$ cat src/sv/pscl_pkg.sv
package pscl_pkg;

    localparam int CNT_W   = 16;
    localparam int ADDR_W  = 32;
    localparam int ID_W    = 16;
    localparam int CFG_W   = 16;
    localparam int CFG_IDX_W = 1;
    localparam int STS_W   = 3;
    // bits folded into the bucket remainder per cycle
    localparam int DIGIT_W = 8;

    localparam logic CMD_OPEN  = 1'b0;
    localparam logic CMD_CLOSE = 1'b1;

    localparam logic [CFG_IDX_W-1:0] CFG_MAX_CLIENTS = 1'b0;
    localparam logic [CFG_IDX_W-1:0] CFG_MAX_PER_IP  = 1'b1;

    typedef enum logic [STS_W-1:0] {
        STS_ADMITTED   = 3'd0,
        STS_TOO_MANY   = 3'd1,
        STS_IP_LIMIT   = 3'd2,
        STS_TABLE_FULL = 3'd3,
        STS_CLOSED     = 3'd4,
        STS_UNKNOWN_ID = 3'd5
    } status_t;

    typedef enum logic [2:0] {
        ST_CLEAR,
        ST_IDLE,
        ST_HASH,
        ST_OPEN,
        ST_CFIND,
        ST_CADDR
    } state_t;

    function automatic logic [CNT_W-1:0] sat_inc(input logic [CNT_W-1:0] v);
        return (v == {CNT_W{1'b1}}) ? v : v + CNT_W'(1);
    endfunction

    function automatic logic [CNT_W-1:0] sat_dec(input logic [CNT_W-1:0] v);
        return (v == '0) ? v : v - CNT_W'(1);
    endfunction

endpackage

$ cat src/sv/pscl_bucket.sv
module pscl_bucket import pscl_pkg::*; #(
    parameter int BUCKETS = 64,
    parameter int BKT_W   = (BUCKETS > 1) ? $clog2(BUCKETS) : 1
) (
    input  logic              aclk,
    input  logic              aresetn,
    input  logic              start,
    input  logic [ADDR_W-1:0] ip,
    input  logic [ID_W-1:0]   id,
    output logic              done,
    output logic [BKT_W-1:0]  ip_bkt,
    output logic [BKT_W-1:0]  id_bkt
);

    localparam int STEPS  = ADDR_W / DIGIT_W;
    localparam int STEP_W = (STEPS > 1) ? $clog2(STEPS) : 1;
    localparam logic [BKT_W:0] B_C = (BKT_W + 1)'(BUCKETS);

    logic [ADDR_W-1:0] ip_sh_reg, id_sh_reg;
    logic [BKT_W-1:0]  ip_rem_reg, id_rem_reg;
    logic [BKT_W-1:0]  ip_rem_next, id_rem_next;
    logic [STEP_W-1:0] step_reg;
    logic              run_reg, done_reg;

    // one bit of long division: remainder stays below the bucket count
    function automatic logic [BKT_W-1:0] mod_step(input logic [BKT_W-1:0] r,
                                                  input logic b);
        logic [BKT_W:0] t;
        t = {r, b};
        if (t >= B_C) begin
            t = t - B_C;
        end
        return t[BKT_W-1:0];
    endfunction

    always_comb begin
        ip_rem_next = ip_rem_reg;
        id_rem_next = id_rem_reg;
        for (int i = 0; i < DIGIT_W; i++) begin
            ip_rem_next = mod_step(ip_rem_next, ip_sh_reg[ADDR_W-1-i]);
            id_rem_next = mod_step(id_rem_next, id_sh_reg[ADDR_W-1-i]);
        end
    end

    always_ff @(posedge aclk) begin
        if (!aresetn) begin
            run_reg  <= 1'b0;
            done_reg <= 1'b0;
            step_reg <= '0;
        end else begin
            done_reg <= 1'b0;
            if (start) begin
                run_reg  <= 1'b1;
                step_reg <= '0;
            end else if (run_reg) begin
                step_reg <= step_reg + STEP_W'(1);
                if (step_reg == STEP_W'(STEPS - 1)) begin
                    run_reg  <= 1'b0;
                    done_reg <= 1'b1;
                end
            end
        end
    end

    always_ff @(posedge aclk) begin
        if (start) begin
            ip_sh_reg  <= ip;
            id_sh_reg  <= {{(ADDR_W - ID_W){1'b0}}, id};
            ip_rem_reg <= '0;
            id_rem_reg <= '0;
        end else if (run_reg) begin
            ip_sh_reg  <= {ip_sh_reg[ADDR_W-DIGIT_W-1:0], {DIGIT_W{1'b0}}};
            id_sh_reg  <= {id_sh_reg[ADDR_W-DIGIT_W-1:0], {DIGIT_W{1'b0}}};
            ip_rem_reg <= ip_rem_next;
            id_rem_reg <= id_rem_next;
        end
    end

    assign done   = done_reg;
    assign ip_bkt = ip_rem_reg;
    assign id_bkt = id_rem_reg;

endmodule

$ cat config.mk
export PLATFORM = sky130hd
export DESIGN_NAME = pscl_bucket
export DESIGN_NICKNAME = d
export VERILOG_FILES = /design/src/sv/pscl_pkg.sv /design/src/sv/pscl_bucket.sv
export SDC_FILE = /design/constraint.sdc
export NUM_CORES = 1
export LEC_CHECK = 0
export BUFFER_PORTS_ARGS = -buffer_cell sky130_fd_sc_hd__buf_2
export CAP_MARGIN = 20
export CELL_PAD_IN_SITES_DETAIL_PLACEMENT = 2
export CELL_PAD_IN_SITES_GLOBAL_PLACEMENT = 2
export CORE_AREA = 2 2 123 65
export CTS_BUF_LIST = sky130_fd_sc_hd__clkbuf_4 sky130_fd_sc_hd__clkbuf_8 sky130_fd_sc_hd__clkbuf_16
export DETAILED_ROUTE_END_ITERATION = 8
export DIE_AREA = 0 0 125 67
export MAX_ROUTING_LAYER = met4
export PLACE_DENSITY_LB_ADDON = 0.1
export SYNTH_ARGS = -nofsm -noshare
export SYNTH_HDL_FRONTEND = slang
export SYNTH_SLANG_ARGS = --single-unit
$ cat constraint.sdc
create_clock -name aclk -period 2 [get_ports aclk]
set_input_delay 0.4 -clock aclk [delete_from_list [all_inputs] [get_ports aclk]]
set_output_delay 0.4 -clock aclk [all_outputs]
set_load 0.01 [all_outputs]
==> impl_metrics.csv <==
group,metric,value,unit
synth,synth_top_area_share,42.2,%
synth,ys_seq_area_share,64.0,%
timing,fin_worst_skew,0.00451,ns
placed_design,portBuffers,51,
timing,relSlewSlack,43.1,%
routing,wire_per_inst,14.2,um
worst_setup_path,cp.required,1.95,ns
cts,cts_buffers,9,
cts,cts_resized,0,
worst_setup_path,start_kind,"register",
cells_and_area,layoutNonFillerInstCount,324,
synth,syn-num-nets,221,
power_and_ir_drop,leakage,0.00136,uW
synth,synth-warning-count,0,
power_and_ir_drop,power.density,1020,mW/mm2
timing,drv_slew,0,
timing,finalSetupViolations,0,
routing,firstDrtPassIters,2,
floorplanning,die_area,0.00838,mm2
routing,vias,1431,
floorplanning,die_h,67,um
synth,avgSynthCellArea,15.2,um2
routing,drt-total-wl,4590,um
timing,fmax,0.707,GHz
cts,htreeDepth,3,
cts,clockBufferDepth,2,
floorplanning,io_pins,64,
synth,ys_ff_latch,64,
timing,hold_viol_final,0,
worst_setup_path,worst-path-buf-inv,0,
routing,via_per_inst,4.42,
worst_setup_path,cp_max_fo,36,
cells_and_area,layout-drive-gt1-share,39.9,%
global_routing,grt_pass1_vias,1583,
timing,tns,0,ns
synth,synthCells,169,
cts,holdBufCountCts,0,
cts,cts_tree,"built",
synth,syn_area,0.00256,mm2
routing,antenna_left,0,
worst_setup_path,crit_arrival,1.36,ns
hold_path,hold_path.class,"input port to register",
timing,min_period,1.41,ns
synth,async_flop_share,0,%
worst_setup_path,critPathTopFamily,"simple AND/OR/NAND/NOR gates",
floorplanning,fp-row-count,22,
job,drv_cap,0,
global_routing,grt_pass1_wl,7760,um
global_routing,grt_max_degree,63,
cts,clock-sinks,64,
worst_setup_path,crit_type,"register to register",
worst_setup_path,worstPathCellList,"or2_2",
synth,synth_edf_count,36,
floorplanning,core,0.00721,mm2
placed_design,hpwlAfterDp,2910,um
global_routing,grt_overflow,0,
synth,synth_cell_type_count,18,
routing,drcViolationCount,0,
power_and_ir_drop,ir_drop,0.447,mV
global_routing,antenna_found_initial,0,
cells_and_area,layout_common_cells,"51 x buf_2, 36 x edfxtp_1, 27 x nor2_1, 27 x dfxtp_1, 25 x mux2i_1",
cells_and_area,area_delta_synth_final,22.6,%
timing,rsz0062_at_grt,"false",
placed_design,place.gp.congestion,0.664,
worst_setup_path,worst_setup_path_end_kind,"register",
cts,cts.root.buffer_cell,"clkbuf_16",
placed_design,dp_cells,308,
timing,period_share,70.7,%
worst_setup_path,slowest_delay,0.68,ns
cts,clk_latency,0.33,ns
cells_and_area,final_common_cell,"buf_2",
status,status,"completed",
floorplanning,die_x,125,um
synth,yosys_most_used_dff,"edfxtp_1",
floorplanning,start_util,35.5,%
cells_and_area,fillerInstances,731,
cells_and_area,antenna_cells,0,
worst_setup_path,slowest_stage,"or2_2",
cts,cts_setup_buffers,0,
cells_and_area,final_nets,275,
synth,synth.area.top_cells,"edfxtp_1 42%, dfxtp_1 22%, mux2_4 12%, mux2i_1 9.8%, nor2_1 4.0%",
global_routing,grtUsageTotal,13.2,%
routing,drtIter0Drc,64,
cts,path_clk_slew,0.05,ns
synth,synth.largest_area_cell,"edfxtp_1",
timing,worst_slew_pin_slew,0.854,ns
[cell type report]
type | count | area, um2 | share of cell area [%]
Sequential cell | 64 | 1640 | 52.3
Multi-Input combinational cell | 95 | 823 | 26.2
Timing Repair Buffer | 53 | 283 | 9.00
Clock buffer | 12 | 254 | 8.08
Tap cell | 96 | 120 | 3.82
Clock inverter | 4 | 20.0 | 0.637
[cells in the mapped netlist (all sizes together), types with 10 or more instances]
| master | n |
|---|---|
| mux2 | 24 |
| dfxtp | 28 |
| nor2 | 27 |
| and2 | 12 |
| mux2i | 25 |
| edfxtp | 36 |
| buf | 10 |
[power breakdown]
group / switching, uW / internal, uW / total (uW)
Sequential: 33.1 / 1500 / 1540
Clock: 533 / 890 / 1420
Combinational: 109 / 140 / 249
[metal layers]
metal  part of all wire (%)  global-route usage (%)
met5                      0                       -
met4                    1.1                    5.00
met3                    7.3                    7.79
met2                     46                    20.7
met1                     45                    13.9
[stage by stage]
stage	cell area (um2)	hold WS [ns]	setup slack (ns)	total power (uW)	util, %
floorplan	2560	0.456	0.142	1750	-
global placement	2870	0.462	0.366	1800	39.8
detailed placement	2870	0.477	0.356	1820	39.8
CTS	3140	0.305	0.528	3270	43.6
global route	3140	0.301	0.454	3370	43.6
finish	3140	0.305	0.586	3210	43.6
[cells by family after synthesis]
| group | share of synthesized area (%) |
|---|---|
| adders and majority gates | 0.488 |
| and+or+nand+nor | 7.76 |
| DFF | 64.0 |
| buffers and inverters | 3.86 |
| muxes | 23.2 |
| AOI/OAI and AO/OA | 0.293 |
| xor gates and xnor gates | 0.342 |
[worst paths after layout]
path | start | endpoint | slack, ns | cells after the start
max | run_reg$_SDFF_PN0_ | id_sh_reg[1]$_SDFFCE_PN0P_ | 0.59 | 1
min | aresetn | run_reg$_SDFF_PN0_ | 0.31 | 2
max reg2reg | run_reg$_SDFF_PN0_ | id_sh_reg[1]$_SDFFCE_PN0P_ | 0.59 | 1
min reg2reg | id_bkt[1]$_SDFFE_PP0P_ | id_bkt[1]$_SDFFE_PP0P_ | 0.49 | 2
No activity file was read; power rests on OpenSTA's default activity.
